[src/hdl/preintegrated_transfer_table_core_defines.svh]
// Shared assertion macros.
`ifndef PREINTEGRATED_TRANSFER_TABLE_CORE_DEFINES_SVH
`define PREINTEGRATED_TRANSFER_TABLE_CORE_DEFINES_SVH

// Same-cycle implication.
`define PTT_ASSERT_NOW(label, clk, rst_n, ante, cons, msg) \
    label: assert property (@(posedge clk) disable iff (!rst_n) (ante) |-> (cons)) \
        else $error(msg);

// Next-cycle implication.
`define PTT_ASSERT_NEXT(label, clk, rst_n, ante, cons, msg) \
    label: assert property (@(posedge clk) disable iff (!rst_n) (ante) |=> (cons)) \
        else $error(msg);

`endif

[src/hdl/ptt_pkg.sv]
package ptt_pkg;
    localparam int unsigned ENTRY_COUNT = 256;
    localparam int unsigned IDX_W       = 8;
    localparam int unsigned CSUM_W      = 40;
    localparam int unsigned ASUM_W      = 26;
    localparam int unsigned DIVD_W      = 41;
    localparam int unsigned DEN_W       = 19;
    localparam int unsigned QUOT_W      = 16;
    localparam int unsigned COLOR_DEN_K = 6 * 255;
    localparam int unsigned TSIZE_RESET = 256;

    localparam logic FUNC_LOAD  = 1'b0;
    localparam logic FUNC_QUERY = 1'b1;

    typedef struct packed {
        logic [CSUM_W-1:0] sum_red;
        logic [CSUM_W-1:0] sum_green;
        logic [CSUM_W-1:0] sum_blue;
        logic [ASUM_W-1:0] sum_opac;
        logic [7:0]        red;
        logic [7:0]        green;
        logic [7:0]        blue;
        logic [15:0]       opac;
    } t_entry;

    typedef struct packed {
        logic             we;
        logic [IDX_W-1:0] addr;
        t_entry           wdata;
    } t_mem_req;
endpackage

[src/hdl/ptt_div.sv]
// Restoring divider, one quotient bit per cycle, saturating to 16 bits.
module ptt_div (
    input  logic                                i_clk,
    input  logic                                i_rst_n,
    input  logic                                i_start,
    input  logic signed [ptt_pkg::DIVD_W-1:0]   i_dividend,
    input  logic        [ptt_pkg::DEN_W-1:0]    i_den,
    output logic                                o_done,
    output logic        [ptt_pkg::QUOT_W-1:0]   o_quot
);
    import ptt_pkg::*;

    localparam int unsigned CNT_W = $clog2(QUOT_W);

    logic [DIVD_W-2:0]  r_rem;
    logic [DEN_W-1:0]   r_den;
    logic [QUOT_W-1:0]  r_q;
    logic [CNT_W-1:0]   r_cnt;
    logic               r_busy;
    logic               r_sat;
    logic               r_done;
    logic [DIVD_W-2:0]  shifted;
    logic [DIVD_W-1:0]  sat_lim;

    assign shifted = (DIVD_W-1)'(r_den) << r_cnt;
    assign sat_lim = DIVD_W'(i_den) << QUOT_W;

    always_ff @(posedge i_clk) begin
        if (!i_rst_n) begin
            r_busy <= 1'b0;
            r_done <= 1'b0;
        end else begin
            r_done <= r_busy && !i_start && (r_cnt == '0);
            if (i_start) begin
                r_busy <= 1'b1;
                r_cnt  <= CNT_W'(QUOT_W - 1);
                r_q    <= '0;
                r_den  <= i_den;
                if (i_dividend < 0) begin
                    r_rem <= '0;
                    r_sat <= 1'b0;
                end else begin
                    r_rem <= i_dividend[DIVD_W-2:0];
                    r_sat <= $unsigned(i_dividend) >= sat_lim;
                end
            end else if (r_busy) begin
                if (r_rem >= shifted) begin
                    r_rem        <= r_rem - shifted;
                    r_q[r_cnt]   <= 1'b1;
                end
                if (r_cnt == '0) begin
                    r_busy <= 1'b0;
                end else begin
                    r_cnt <= r_cnt - 1'b1;
                end
            end
        end
    end

    assign o_done = r_done;
    assign o_quot = r_sat ? '1 : r_q;
endmodule

[config.mk]
export PLATFORM = sky130hd
export DESIGN_NAME = ptt_div
export DESIGN_NICKNAME = d
export VERILOG_FILES = /design/src/hdl/preintegrated_transfer_table_core_defines.svh /design/src/hdl/ptt_pkg.sv /design/src/hdl/ptt_div.sv
export SDC_FILE = /design/constraint.sdc
export NUM_CORES = 1
export LEC_CHECK = 0
export ABC_AREA = 1
export BUFFER_PORTS_ARGS = -buffer_cell sky130_fd_sc_hd__buf_2
export CAP_MARGIN = 30
export CORE_UTILIZATION = 50
export CTS_BUF_LIST = sky130_fd_sc_hd__clkbuf_4 sky130_fd_sc_hd__clkbuf_8 sky130_fd_sc_hd__clkbuf_16
export CTS_CLUSTER_SIZE = 24
export DETAILED_ROUTE_END_ITERATION = 10
export GPL_ROUTABILITY_DRIVEN = 1
export PLACE_DENSITY = 0.79
export SETUP_SLACK_MARGIN = 0.05
export SYNTH_ARGS = -nofsm -noshare
export SYNTH_HDL_FRONTEND = slang
export SYNTH_SLANG_ARGS = --single-unit
[constraint.sdc]
create_clock -name i_clk -period 6.8 [get_ports i_clk]
set_clock_uncertainty 0.15 [all_clocks]
set_input_delay 1.36 -clock i_clk [delete_from_list [all_inputs] [get_ports i_clk]]
set_output_delay 1.36 -clock i_clk [all_outputs]
set_load 0.01 [all_outputs]
Yosys cells after proc, flatten, opt, wreduce, memory -nomap -nowiden
Index checks and enable logic that the tools add are counted.
{ "totals": {"ff_bits": 82, "latch_bits": 0, "ramBits": 0, "rom_bits": 0, "output_inout_bits": 17, "wordCells": 41, "n_memories": 0} }
{ "op_classes": {"addsub": 2, "multipliers": 0, "n_div": 0, "n_lt_le_gt_ge": 5, "n_eq_ne": 1, "shift": 1, "muxes": 14, "n_bitwise": 1, "reduce_logical": 10} }
{ "ops": {"columns": ["cell", "n"], "rows": [
  ["40-bit two-way mux", 4],
  ["16-bit two-way mux", 3],
  ["41-bit by 35-bit >= comparator with 1-bit output", 1],
  ["41-bit by 1-bit < comparator with 1-bit output, second input constant", 1],
  ["40-bit >= comparator", 1],
  ["19-bit by 4-bit << shifter with 40-bit output", 1],
  ["40-bit subtractor", 1],
  ["16-bit OR", 1],
  ["4-bit two-way mux", 2],
  ["3-bit AND reduction", 2],
  ["4-bit by 5-bit < comparator with 1-bit output, second input constant", 1],
  ["1-bit demux with 4-bit select", 1],
  ["4-bit by 1-bit >= comparator with 1-bit output, second input constant", 1],
  ["4-bit zero test", 1],
  ["1-bit two-way mux", 4],
  ["2-bit nonzero test", 2],
  ["4-bit by 1-bit subtractor with 4-bit output, second input constant", 1],
  ["1-bit logical AND", 3],
  ["2-bit != test, second input constant", 1],
  ["2-bit AND reduction", 1],
  ["1-bit zero test", 1]
]} }

Logic depth before layout (Yosys ltp)
Gate-level depths: netlist of the first run.
{ "depth": {"ltp_word": 7, "mapped_depth": 24} }

Least setup slack after synthesis of the first run
OpenSTA, ideal clock, no wires.
{ "synth_path": {"path_kind": "reg-to-reg", "from": "reg r_cnt[0]", "to": "reg r_q[0], enable pin", "arrival_time_ns": 5.154, "slack_ns": 1.008, "stages_incl_launch_ff": 19, "path_buffers": 2, "period_less_slack_ns": 5.792, "path_cell_list": "edfxtp_1 -> buf_6 -> inv_4 -> buf_4 -> nand2_1 -> nand3_1 -> o21ai_1 -> nand2_1 -> o21ai_0 -> or2_2 -> ha_1 -> nand2_2 -> nor2_4 -> nand2_2 -> nor2_2 -> nand3_1 -> o21ai_1 -> a21oi_1 -> a21oi_1"} }
{ "synth_between": {"elab_chain_cells": 4} }
{ "synth_lines": {"columns": ["item", "line_no", "text"], "rows": [
  ["from (decl)", "ptt_div.sv:18", "logic [CNT_W-1:0] r_cnt;"],
  ["from (signal assigned)", "ptt_div.sv:36", "r_cnt <= CNT_W'(QUOT_W - 1);"],
  ["from (signal assigned)", "ptt_div.sv:54", "r_cnt <= r_cnt - 1'b1;"],
  ["19-bit by 4-bit << shifter with 40-bit output", "ptt_div.sv:25", "assign shifted = (DIVD_W-1)'(r_den) << r_cnt;"],
  ["40-bit >= comparator", "ptt_div.sv:47", "if (r_rem >= shifted) begin"],
  ["2-bit nonzero test (no source line)", null, null],
  ["3-bit AND reduction (no source line)", null, null],
  ["to (signal assigned)", "ptt_div.sv:37", "r_q <= '0;"],
  ["to (signal, indexed assignment)", "ptt_div.sv:49", "r_q[r_cnt] <= 1'b1;"],
  ["to (decl)", "ptt_div.sv:17", "logic [QUOT_W-1:0] r_q;"]
]} }
Every way passes these cells.
A chain may end at the register's enable or synchronous reset.

Final worst setup path of the first run
{ "layout_path": {"from": "reg r_cnt[1]", "to": "reg r_q[12], enable pin"} }
Same word-level chain as after synthesis.

==> results.md, run 1 <==
- Outcome: finished, final reports clean
- Tmin final: 5080 ps
- Worst EP arrival: 4970 ps
- First-pass GRT wire length: 35300 µm
- # H-tree levels: 3
- Total grt overflow: 0
- Width of the chip: 126 µm
- Clock network power share: 30.3%
- Site Rows: 45
- Synth Cell Area: 7740 µm²
- Worst EP required: 6690 ps
- Post-Syn Instances: 1174
- Count of cell types in the netlist: 43
- CP Launch Type: flop
- Nets: 1362
- Setup CP Type: reg -> reg
- Leak: 4.30 nW
- Initial Util: 51.1%
- DP Worst Slack: 1830 ps
- DR pass1 iterations: 5
- CTS Buf Count: 9
- Hold Crit Start: r_busy$_SDFF_PN0_
- Worst Reg-to-Reg Cells: 17
- Flop-to-flop setup slack: 1720 ps
- Area after DPL: 8300 µm²
- Worst hold path endpoint: o_done$_SDFF_PN0_
- DR vias: 7742
- Hold path cells: 1
- Violation count after the first detailed-routing iteration: 648
- Pins Over Slew Limit: 0
- CP endpoint kind: flop
- Seq cells post-synth: 82
- Proportion of layout cells with a drive suffix above 1: 12.1%
- Skew-Pair Late Insertion Delay: 340 ps
- Final Cell Area: 8650 µm²
- Post-cts repair resize count: 0
- Port bufs: 79
- P_sw: 0.712 mW
- Full die area: 16000 µm²
- Clock sinks: 82
- Initial antenna violation count: 0
- Ant diodes: 0
- Seq/Total Area, Yosys: 31.6%
- Fin crit share: 74.7%
- Final Hold Viols: 0
- Largest net degree at the start of global routing: 38
- Vias in the first global route: 7098
- Routed wire length: 22400 µm
- Internal: 1.21 mW
- Fill count: 1449
- Max FO, Critical Path: 30
- Avg WL per Cell: 15.6 µm
- Area Growth Syn to Fin: 11.8%
- Post-CTS Setup Bufs: 0
- Die Height: 126 µm
- Fmax: 197 MHz
- Power per cell area: 223 nW/µm²
- RSZ-0062 raised after global routing: no
- Final setup margin: 1720 ps
- Min-Delay Path Class: reg -> reg
- Gpl congestion: 0.991
- RR Startpoint: r_cnt[1]$_SDFFCE_PP1P_
- Main synth FF type: edfxtp_1
- Setup violators final: 0
- # DRC: 0
- Core Box Area: 15100 µm²
- HPWL Detailed: 18100 µm
- Vias per inst: 5.40
- CTS tree: yes
- CTS Hold Bufs: 0
- Flop pwr share: 33.3%
- Total GRT Usage: 28.2%
- Syn Nets: 1295
- Maximum vdd drop: 0.130 mV
- I/O pin cnt: 80
- Max_cap viols: 0
- Slew Limit Headroom: 30.3%
- Synth warn: 0
- Slew @ Worst Pin: 1040 ps
- Worst-path clk slew: 70 ps
- Clock Path Buffers: 2
- DRT antenna net count: 0
- Root Buffer: clkbuf_16
- R2R Path End: r_q[12]$_SDFFCE_PP0P_
- Syn Area/Cell: 6.59 µm²
- Ys async rst share: 0%
- Number of synthesized flops with an enable pin: 80
- Gate power share: 36.4%
- Sw Share: 37.0%
- Fin Setup TNS: 0 ps
worst max-delay path by stage:
stage               slack, ps               endpoint  cells after the start                    from
finish                   1720  r_q[12]$_SDFFCE_PP0P_                     17  r_cnt[1]$_SDFFCE_PP1P_
global route             1360   r_q[8]$_SDFFCE_PP0P_                     17  r_cnt[1]$_SDFFCE_PP1P_
CTS                      1830  r_q[11]$_SDFFCE_PP0P_                     14  r_cnt[1]$_SDFFCE_PP1P_
detailed placement       1830  r_q[14]$_SDFFCE_PP0P_                     14  r_cnt[1]$_SDFFCE_PP1P_
global placement         1930  r_q[14]$_SDFFCE_PP0P_                     14  r_cnt[1]$_SDFFCE_PP1P_
floorplan                1010   r_q[0]$_SDFFCE_PP0P_                     18  r_cnt[0]$_SDFFCE_PP1P_
layout by cell type, fill, tap and decap left out, drive strengths merged:
cell type  synthesis  final
a21boi             1      1
a21oi             63     63
a22o               1      1
a22oi              8      8
a31oi              5      5
a32o               3      3
and3               2      2
buf               16     82
bufinv             0      3
clkbuf            10      9
clkinv             2      2
dfxtp              2      2
edfxtp            80     80
fa                 1      1
ha                57     57
inv              188    192
mux2i              7      7
nand2            427    427
nand3             75     75
nand3b             3      3
nand4             10     10
nor2             101    101
nor3              13     13
nor3b              1      1
nor4               6      6
o211ai             1      1
o21ai             71     71
o21bai             2      2
o22ai              4      4
or2                8      8
xnor2              5      5
xor2               1      1
cells in the mapped netlist, drive strengths merged (3+ instances only):
master  instances  area share, %
buf            16            1.1
a31oi           5           0.40
inv           188            9.1
a22oi           8           0.78
nor2          101            5.6
edfxtp         80             31
o21ai          71            4.6
nand3          75            5.2
mux2i           7           0.91
clkbuf         10           0.49
o22ai           4           0.32
ha             57            9.2
nor3           13           0.97
or2             8           0.65
xnor2           5           0.57
nand4          10           0.81
nor4            6           0.49
nand2         427             21
a32o            3           0.39
a21oi          63            4.1
nand3b          3           0.29
power by group through the flow:
stage | registers, mW | logic [mW] | clock network, mW
after floorplan | 0.639 | 0.507 | 0
after global placement | 0.650 | 0.677 | 0
after detailed placement | 0.651 | 0.686 | 0
after CTS | 0.641 | 0.690 | 0.585
after global routing | 0.646 | 0.782 | 0.602
final | 0.642 | 0.701 | 0.583
state kept, by name, summed over array words and instances, names as in the netlist:
signal  cells
r_sat       1
o_done      1
r_den      19
r_rem      40
r_q        16
r_busy      1
r_cnt       4
logic make-up after synthesis:
| kind of cell | count (synthesis) | share of synthesized area [%] |
|---|---|---|
| AND/OR/NAND/NOR | 646 | 35.5 |
| buffers and inverters | 216 | 10.8 |
| AO/OA/AOI/OAI | 159 | 11.1 |
| flip-flops | 82 | 31.6 |
| adder cells (fa/ha/maj) | 58 | 9.47 |
| multiplexers | 7 | 0.905 |
| XOR/XNOR | 6 | 0.679 |
critical path, cell delays in order, from the launching register on:
cell	delay [ps]
edfxtp_1	810
inv_1	520
nand3_1	210
o21ai_0	160
o21ai_0	380
a22oi_1	170
ha_1	430
nand2_2	110
nor2_2	150
inv_2	60
nor2_1	80
nand2_1	70
nand2_2	100
nand2_1	70
nand2_1	80
nand2_1	90
a21oi_4	800
buf_12	290
metrics by stage:
stage	power, mW	instances	hold slack, ps	util [%]
after detailed placement	1.34	1418	329	54.8
after global routing	2.03	1434	358	57.1
after CTS	1.92	1434	345	57.1
final	1.93	1434	347	57.1
after floorplan	1.15	1174	304	-
after global placement	1.33	1418	310	54.8
routing by layer:
layer  up-vias  routed length [µm]  GRT usage [%]  share of wire, %
li1       3928                   -              -                 -
met1      3459                9760           36.5                44
met2       310               10400           47.4                46
met3        45                1570           4.85               7.0
met4         0                 691           10.1               3.1
met5         -                   0              0                 0
final cells by class:
class | count | area [µm²] | area share [%]
inverters | 190 | 716 | 8.27
repair buffers | 82 | 430 | 4.98
well taps | 188 | 235 | 2.72
flip-flops and latches | 82 | 2440 | 28.2
clock buffers | 9 | 225 | 2.60
clock inverters | 7 | 128 | 1.48
multi-input cells | 876 | 4470 | 51.7
(Power assumes the default switching activity.)
==> run 2, diff against run 1 <==
==> constraint.sdc (replaced) <==
create_clock -name i_clk -period 4.7 [get_ports i_clk]
set_clock_uncertainty 0.15 [all_clocks]
set_input_delay 0.94 -clock i_clk [delete_from_list [all_inputs] [get_ports i_clk]]
set_output_delay 0.94 -clock i_clk [all_outputs]
set_load 0.01 [all_outputs]
==> run 2 against run 1 <==
Net effect:
- sequential power is 44% higher
- count of clock-buffer cells in the layout is the same
- final area about the same
- setup slack got worse by 1400 ps
- sequential share of layout area barely moved
- global-route usage up 0.91 points
- critical path type unchanged
- highest routed layer unchanged
==> results.md, run 2 (synthesis results as in run 1) <==
- Die Height: 126 µm (unchanged)
- Pins Over Slew Limit: 0 (unchanged)
- Max reg flops: 40 (unchanged)
- Vias per inst: 5.45 (was 5.40)
- Fin cells: 1440 (was 1434)
- Max FO, Critical Path: 55 (was 30)
- Most frequent cells in the layout: 411 x nand2_1, 184 x inv_1, 83 x nor2_1 (unchanged)
- Full die area: 16000 µm² (unchanged)
- Initial Util: 51.1% (unchanged)
- Worst EP arrival: 4280 ps (was 4970 ps)
- Initial antenna violation count: 0 (unchanged)
- Maximum vdd drop: 0.227 mV (was 0.130 mV)
- Slew @ Worst Pin: 890 ps (was 1040 ps)
- Ant diodes: 0 (unchanged)
- Outcome: finished, final reports clean (unchanged)
- Tmin final: 4400 ps (was 5080 ps)
- Post-cts repair resize count: 0 (unchanged)
- CTS Buf Count: 9 (unchanged)
- Skew-Pair Late Insertion Delay: 360 ps (was 340 ps)
- Fin crit share: 93.7% (was 74.7%)
- Worst-path clk slew: 70 ps (about the same)
- DR vias: 7844 (was 7742)
- Post-CTS Setup Bufs: 0 (unchanged)
- Max_cap viols: 0 (unchanged)
- Min-Delay Path Class: reg -> reg (unchanged)
- Core Box Area: 15100 µm² (unchanged)
- Gpl congestion: 0.941 (was 0.991)
- Reg with most FFs: r_rem (unchanged)
- Proportion of layout cells with a drive suffix above 1: 12.5% (was 12.1%)
- I/O pin cnt: 80 (unchanged)
- Root Buffer: clkbuf_16 (unchanged)
- Port bufs: 79 (unchanged)
- Total grt overflow: 0 (unchanged)
- CTS tree: yes (unchanged)
- Fill count: 1483 (was 1449)
- Setup violators final: 0 (unchanged)
- Most common cell after layout, fill and taps aside: nand2_1 (unchanged)
- Clock Path Buffers: 2 (unchanged)
- Hold Crit Start: r_busy$_SDFF_PN0_ (unchanged)
- Leak: 4.30 nW (about the same)
- Final Hold Viols: 0 (unchanged)
- CTS Hold Bufs: 0 (unchanged)
- Area occupied by multi-input gates: 4470 µm² (unchanged)
- CP endpoint kind: flop (unchanged)
- Routed wire length: 22600 µm (was 22400 µm)
- # DRC: 0 (unchanged)
- Register area: 2440 µm² (unchanged)
- Avg WL per Cell: 15.7 µm (was 15.6 µm)
- Power per cell area: 311 nW/µm² (was 223 nW/µm²)
- Clock sinks: 82 (unchanged)
- HPWL Detailed: 18300 µm (was 18100 µm)
- Fmax: 227 MHz (was 197 MHz)
- Inst Count DP: 1424 (was 1418)
- RSZ-0062 raised after global routing: no (unchanged)
- Area Growth Syn to Fin: 11.7% (was 11.8%)
- Violation count after the first detailed-routing iteration: 719 (was 648)
- DRT antenna net count: 0 (unchanged)
- RR Startpoint: r_cnt[0]$_SDFFCE_PP1P_ (was r_cnt[1]$_SDFFCE_PP1P_)
- Largest net degree at the start of global routing: 56 (was 38)
- # H-tree levels: 3 (unchanged)
- Width of the chip: 126 µm (unchanged)
- Setup crit start: r_cnt[0]$_SDFFCE_PP1P_ (was r_cnt[1]$_SDFFCE_PP1P_)
- Flop-to-flop setup slack: 300 ps (was 1720 ps)
- Setup CP Type: reg -> reg (unchanged)
- First-pass GRT wire length: 35900 µm (was 35300 µm)
- CP Launch Type: flop (unchanged)
- Top flop regs: r_rem: 40 flops, r_den: 19 flops, r_q: 16 flops (unchanged)
- Fin Setup TNS: 0 ps (unchanged)
- Vias in the first global route: 7206 (was 7098)
- Worst EP required: 4580 ps (was 6690 ps)
- Nets: 1368 (was 1362)
- DR pass1 iterations: 7 (was 5)
- Site Rows: 45 (unchanged)
- Total GRT Usage: 29.1% (was 28.2%)
- Slew Limit Headroom: 40.7% (was 30.3%)
## run 2: changes by cell type in the layout (fill, tap and decap cells not counted)
cell        delta
buf_4          +6
bufinv_16      -2
clkinv_2       +1
clkinv_4       +1
clkinvlp_4     +2
inv_6          -1
inv_8          -1
## run 2: worst max-delay path, stage by stage (launching register included)
cell and delay (ps):
edfxtp_1 930, o21ai_0 260, o21ai_0 420, o21ai_0 210, or2_1 270, ha_1 380, nand2_2 100, inv_1 60
nand2_1 50, nand2_1 90, inv_1 40, nand2_1 120, nand2_1 80, nand2_2 100, nand2_1 80, nand2_1 80
nand2_1 90, a21oi_4 210, buf_12 320
## run 2: cell type report
class | count | share of cell area, %
multi-input cells | 876 | 51.8
flip-flops and latches | 82 | 28.3
inverters | 190 | 8.28
repair buffers | 88 | 5.50
well taps | 188 | 2.72
clock buffers | 9 | 2.61
clock inverters | 7 | 0.883
## run 2: path summary, 6_finish.rpt
check | endpoint | cells past startpoint
worst max-delay path | r_q[6]$_SDFFCE_PP0P_ | 18
worst min-delay path | o_done$_SDFF_PN0_ | 1
worst max register to register | r_q[6]$_SDFFCE_PP0P_ | 18
worst min register to register | o_done$_SDFF_PN0_ | 1
## run 2: power by group
group	switching, mW	leakage [nW]	internal [mW]
Sequential	0.0338	0.783	0.888
Clock	0.324	0.142	0.416
Combinational	0.685	3.37	0.341
Total	1.04	4.30	1.64
## run 2: per-layer routing
layer,track usage [%],vias to the layer above,part of all wire [%]
met3,6.50,61,7.9
li1,-,3948,-
met4,15.1,0,4.4
met2,45.4,320,44
met5,0,-,0
met1,37.9,3515,43
## run 2: through the flow
stage          setup WS [ps]  power [mW]  util, %  area, µm²  hold WS (ps)
6_report                 298        2.69     57.1       8640           342
5_1_grt                 53.0        2.84     57.1       8640           371
4_1_cts                  357        2.68     57.1       8640           339
3_5_place_dp             412        1.95     55.1       8340           323
3_3_place_gp             539        1.93     55.1       8340           315
2_1_floorplan            705        1.66        -       7750           304
==> run 3, diff against run 2 <==
--- a/config.mk
+++ b/config.mk
@@ -13,8 +13,9 @@
 export CTS_CLUSTER_SIZE = 24
 export DETAILED_ROUTE_END_ITERATION = 10
 export GPL_ROUTABILITY_DRIVEN = 1
-export PLACE_DENSITY = 0.79
+export PLACE_DENSITY = 0.82
 export SETUP_SLACK_MARGIN = 0.05
+export SKIP_CTS_REPAIR_TIMING = 1
 export SYNTH_ARGS = -nofsm -noshare
 export SYNTH_HDL_FRONTEND = slang
 export SYNTH_SLANG_ARGS = --single-unit
==> constraint.sdc (replaced) <==
create_clock -name i_clk -period 3.6 [get_ports i_clk]
set_clock_uncertainty 0.15 [all_clocks]
set_input_delay 0.72 -clock i_clk [delete_from_list [all_inputs] [get_ports i_clk]]
set_output_delay 0.72 -clock i_clk [all_outputs]
set_load 0.01 [all_outputs]
==> run 3 against run 2 <==
Net effect:
- the run now ends with negative setup slack left
- total power rose by 53%
- die area did not move
- combinational power up 80%
- global-route usage is 0.59 points higher
- wire length up 15%
- register-to-register slack got worse by 420 ps
- flip-flop and latch count unchanged
- sequential power is 31% higher
- cell count up 5.6%
- critical endpoint is now r_rem[17]$_DFFE_PP_
- largest power group unchanged
==> results.md, run 3 (synthesis results as in run 1) <==
- Outcome: finished, violations left (was finished, final reports clean)
- Failing checks: negative setup slack
- RSZ-0062 raised after global routing: yes (was no)
- Most frequent cells in the layout: 369 x nand2_1, 179 x inv_1, 80 x edfxtp_1 (was 411 x nand2_1, 184 x inv_1, 83 x nor2_1)
- CTS tree: yes (unchanged)
- Proportion of layout cells with a drive suffix above 1: 28.0% (was 12.5%)
- Ant diodes: 0 (unchanged)
- # DRC: 0 (unchanged)
- Avg WL per Cell: 17.1 µm (was 15.7 µm)
- Slew Limit Headroom: 36.7% (was 40.7%)
- Largest net degree at the start of global routing: 42 (was 56)
- Critical path's most frequent cell: nand2_2 (was nand2_1)
- Flop pwr share: 29.4% (was 34.3%)
- Pins Over Slew Limit: 0 (unchanged)
- First-pass GRT wire length: 36300 µm (was 35900 µm)
- Hold slack: 342 ps (about the same)
- Root Buffer: clkbuf_16 (unchanged)
- CTS Buf Count: 9 (unchanged)
- Min-Delay Path Class: reg -> reg (unchanged)
- Slew @ Worst Pin: 940 ps (was 890 ps)
- Tmin final: 3720 ps (was 4400 ps)
- DRT antenna net count: 0 (unchanged)
- GR Layer Usage met1: 36.8% (was 37.9%)
- Max FO, Critical Path: 8 (was 55)
- GRT busiest layer: met2 (unchanged)
- Die Height: 126 µm (unchanged)
- Clock Path Buffers: 2 (unchanged)
- Slowest cell on crit path: edfxtp_1 (unchanged)
- Clock sinks: 82 (unchanged)
- Gate power share: 45.0% (was 38.2%)
- Met3 usage: 6.12% (was 6.50%)
- DR vias: 8474 (was 7844)
- Worst-path clk slew: 70 ps (about the same)
- DP Worst Slack: -15.3 ps (was 412 ps)
- Nets: 1449 (was 1368)
- Worst EP required: 3520 ps (was 4580 ps)
- Width of the chip: 126 µm (unchanged)
- Vias per inst: 5.57 (was 5.45)
- Overall Power: 4.11 mW (was 2.69 mW)
- Setup CP Type: reg -> reg (unchanged)
- Gpl congestion: 0.995 (was 0.941)
- # H-tree levels: 3 (unchanged)
- Area Growth Syn to Fin: 30.2% (was 11.7%)
- Full die area: 16000 µm² (unchanged)
- Total grt overflow: 0 (unchanged)
- Final Hold Viols: 0 (unchanged)
- Core Box Area: 15100 µm² (unchanged)
- Maximum vdd drop: 0.303 mV (was 0.227 mV)
- Top delay family on crit path: simple AND/OR/NAND/NOR gates (was compound AO/OA/AOI/OAI gates)
- Skew-Pair Late Insertion Delay: 360 ps (about the same)
- Fill count: 1271 (was 1483)
- Worst EP arrival: 3650 ps (was 4280 ps)
- Power per cell area: 408 nW/µm² (was 311 nW/µm²)
- CP endpoint kind: flop (unchanged)
- Leak: 4.88 nW (was 4.30 nW)
- WP buf/inv: 3 (unchanged)
- HPWL Detailed: 19000 µm (was 18300 µm)
- Top flop regs: r_rem: 40 flops, r_den: 19 flops, r_q: 16 flops (unchanged)
- CP max stage delay: 670 ps (was 930 ps)
- CP Launch Type: flop (unchanged)
- Violation count after the first detailed-routing iteration: 966 (was 719)
- Most common cell after layout, fill and taps aside: nand2_1 (unchanged)
- Total GRT Usage: 29.7% (was 29.1%)
- Initial antenna violation count: 0 (unchanged)
- Vias in the first global route: 7192 (was 7206)
- I/O pin cnt: 80 (unchanged)
- Worst path cell trace: buf_6, nand2_2, nand2_1, nor2_1, a31oi_2, nand2_1, o21ai_2, mux2i_1, ha_1, nand2_2, nor2_4, nand2_2, nor2_4, nand3_2, o21ai_2, a21oi_2, a21oi_4, buf_12, clkbuf_16 (was o21ai_0, o21ai_0, o21ai_0, or2_1, ha_1, nand2_2, inv_1, nand2_1, nand2_1, inv_1, nand2_1, nand2_1, nand2_2, nand2_1, nand2_1, nand2_1, a21oi_4, buf_12)
- DR pass1 iterations: 6 (was 7)
- Fin crit share: 103% (was 93.7%)
- Port bufs: 79 (unchanged)
- Sw Share: 39.1% (was 38.8%)
- Fmax: 269 MHz (was 227 MHz)
- Internal: 2.50 mW (was 1.64 mW)
- Routed wire length: 26000 µm (was 22600 µm)
- Site Rows: 45 (unchanged)
- Clock network power share: 25.7% (was 27.5%)
- Setup violators final: 57 (was 0)
- Initial Util: 51.1% (unchanged)
- Final setup margin: -122 ps (was 298 ps)
- Reg with most FFs: r_rem (unchanged)
- Max_cap viols: 0 (unchanged)
- P_sw: 1.61 mW (was 1.04 mW)
- M2 GR Usage: 50.7% (was 45.4%)
- Max reg flops: 40 (unchanged)
==> run 3: cell types whose count changed in the layout (fill, tap and decap cells not counted), sizes merged <==
| cell | previous run | this run |
|---|---|---|
| inv | 190 | 191 |
| clkbuf | 9 | 12 |
| bufinv | 1 | 2 |
| buf | 88 | 165 |
| clkinv | 4 | 3 |
==> run 3: final timing paths <==
kind / slack, ps / end / cells after the start / from
setup / recovery: -120 / r_rem[17]$_DFFE_PP_ / 19 / r_cnt[0]$_SDFFCE_PP1P_
hold / removal: 340 / o_done$_SDFF_PN0_ / 1 / r_busy$_SDFF_PN0_
setup reg to reg: -120 / r_rem[17]$_DFFE_PP_ / 19 / r_cnt[0]$_SDFFCE_PP1P_
hold reg to reg: 340 / o_done$_SDFF_PN0_ / 1 / r_busy$_SDFF_PN0_
==> run 3: power by group through the flow <==
stage               combinational [mW]  clock, mW  sequential [mW]
CTS                               1.46       1.06             1.20
floorplan                        0.996          0             1.21
finish                            1.85       1.06             1.21
global placement                  1.43          0             1.22
detailed placement                1.45          0             1.22
global route                      1.99       1.10             1.22
==> run 3: final cells by class <==
type                            count  area [µm²]  area share [%]
Timing Repair Buffer              168        1190            11.9
Clock buffer                        9         225            2.23
Clock inverter                      7         106            1.06
Timing Repair inverter              1        6.26          0.0621
Tap cell                          188         235            2.33
Inverter                          190         726            7.20
Sequential cell                    82        2440            24.2
Multi-Input combinational cell    876        5140            51.0
==> run 3: layer usage <==
layer  up-vias  share of wire [%]
li1       4115                  -
met3        97                7.4
met1      3861                 40
met2       401                 48
met4         0                4.7
met5         -                  0
==> run 3: worst reg2reg max path: cells and delay by family (launching register included) <==
family / cells / cell delay, ps
AND/OR/NAND/NOR: 9 / 840
AO/OA/AOI/OAI: 5 / 720
flip-flops: 1 / 670
buffers and inverters: 3 / 610
adder cells (fa/ha/maj): 1 / 340
multiplexers: 1 / 130
==> run 3: through the flow <==
step	util, %	TNS (ps)	instance area (µm²)	cells
CTS	60.0	-2290	9090	1480
floorplan	-	-13130	7880	1174
detailed placement	57.9	-415	8760	1464
finish	66.6	-5390	10100	1521
global placement	57.9	0	8760	1464
global route	66.6	-15800	10100	1521
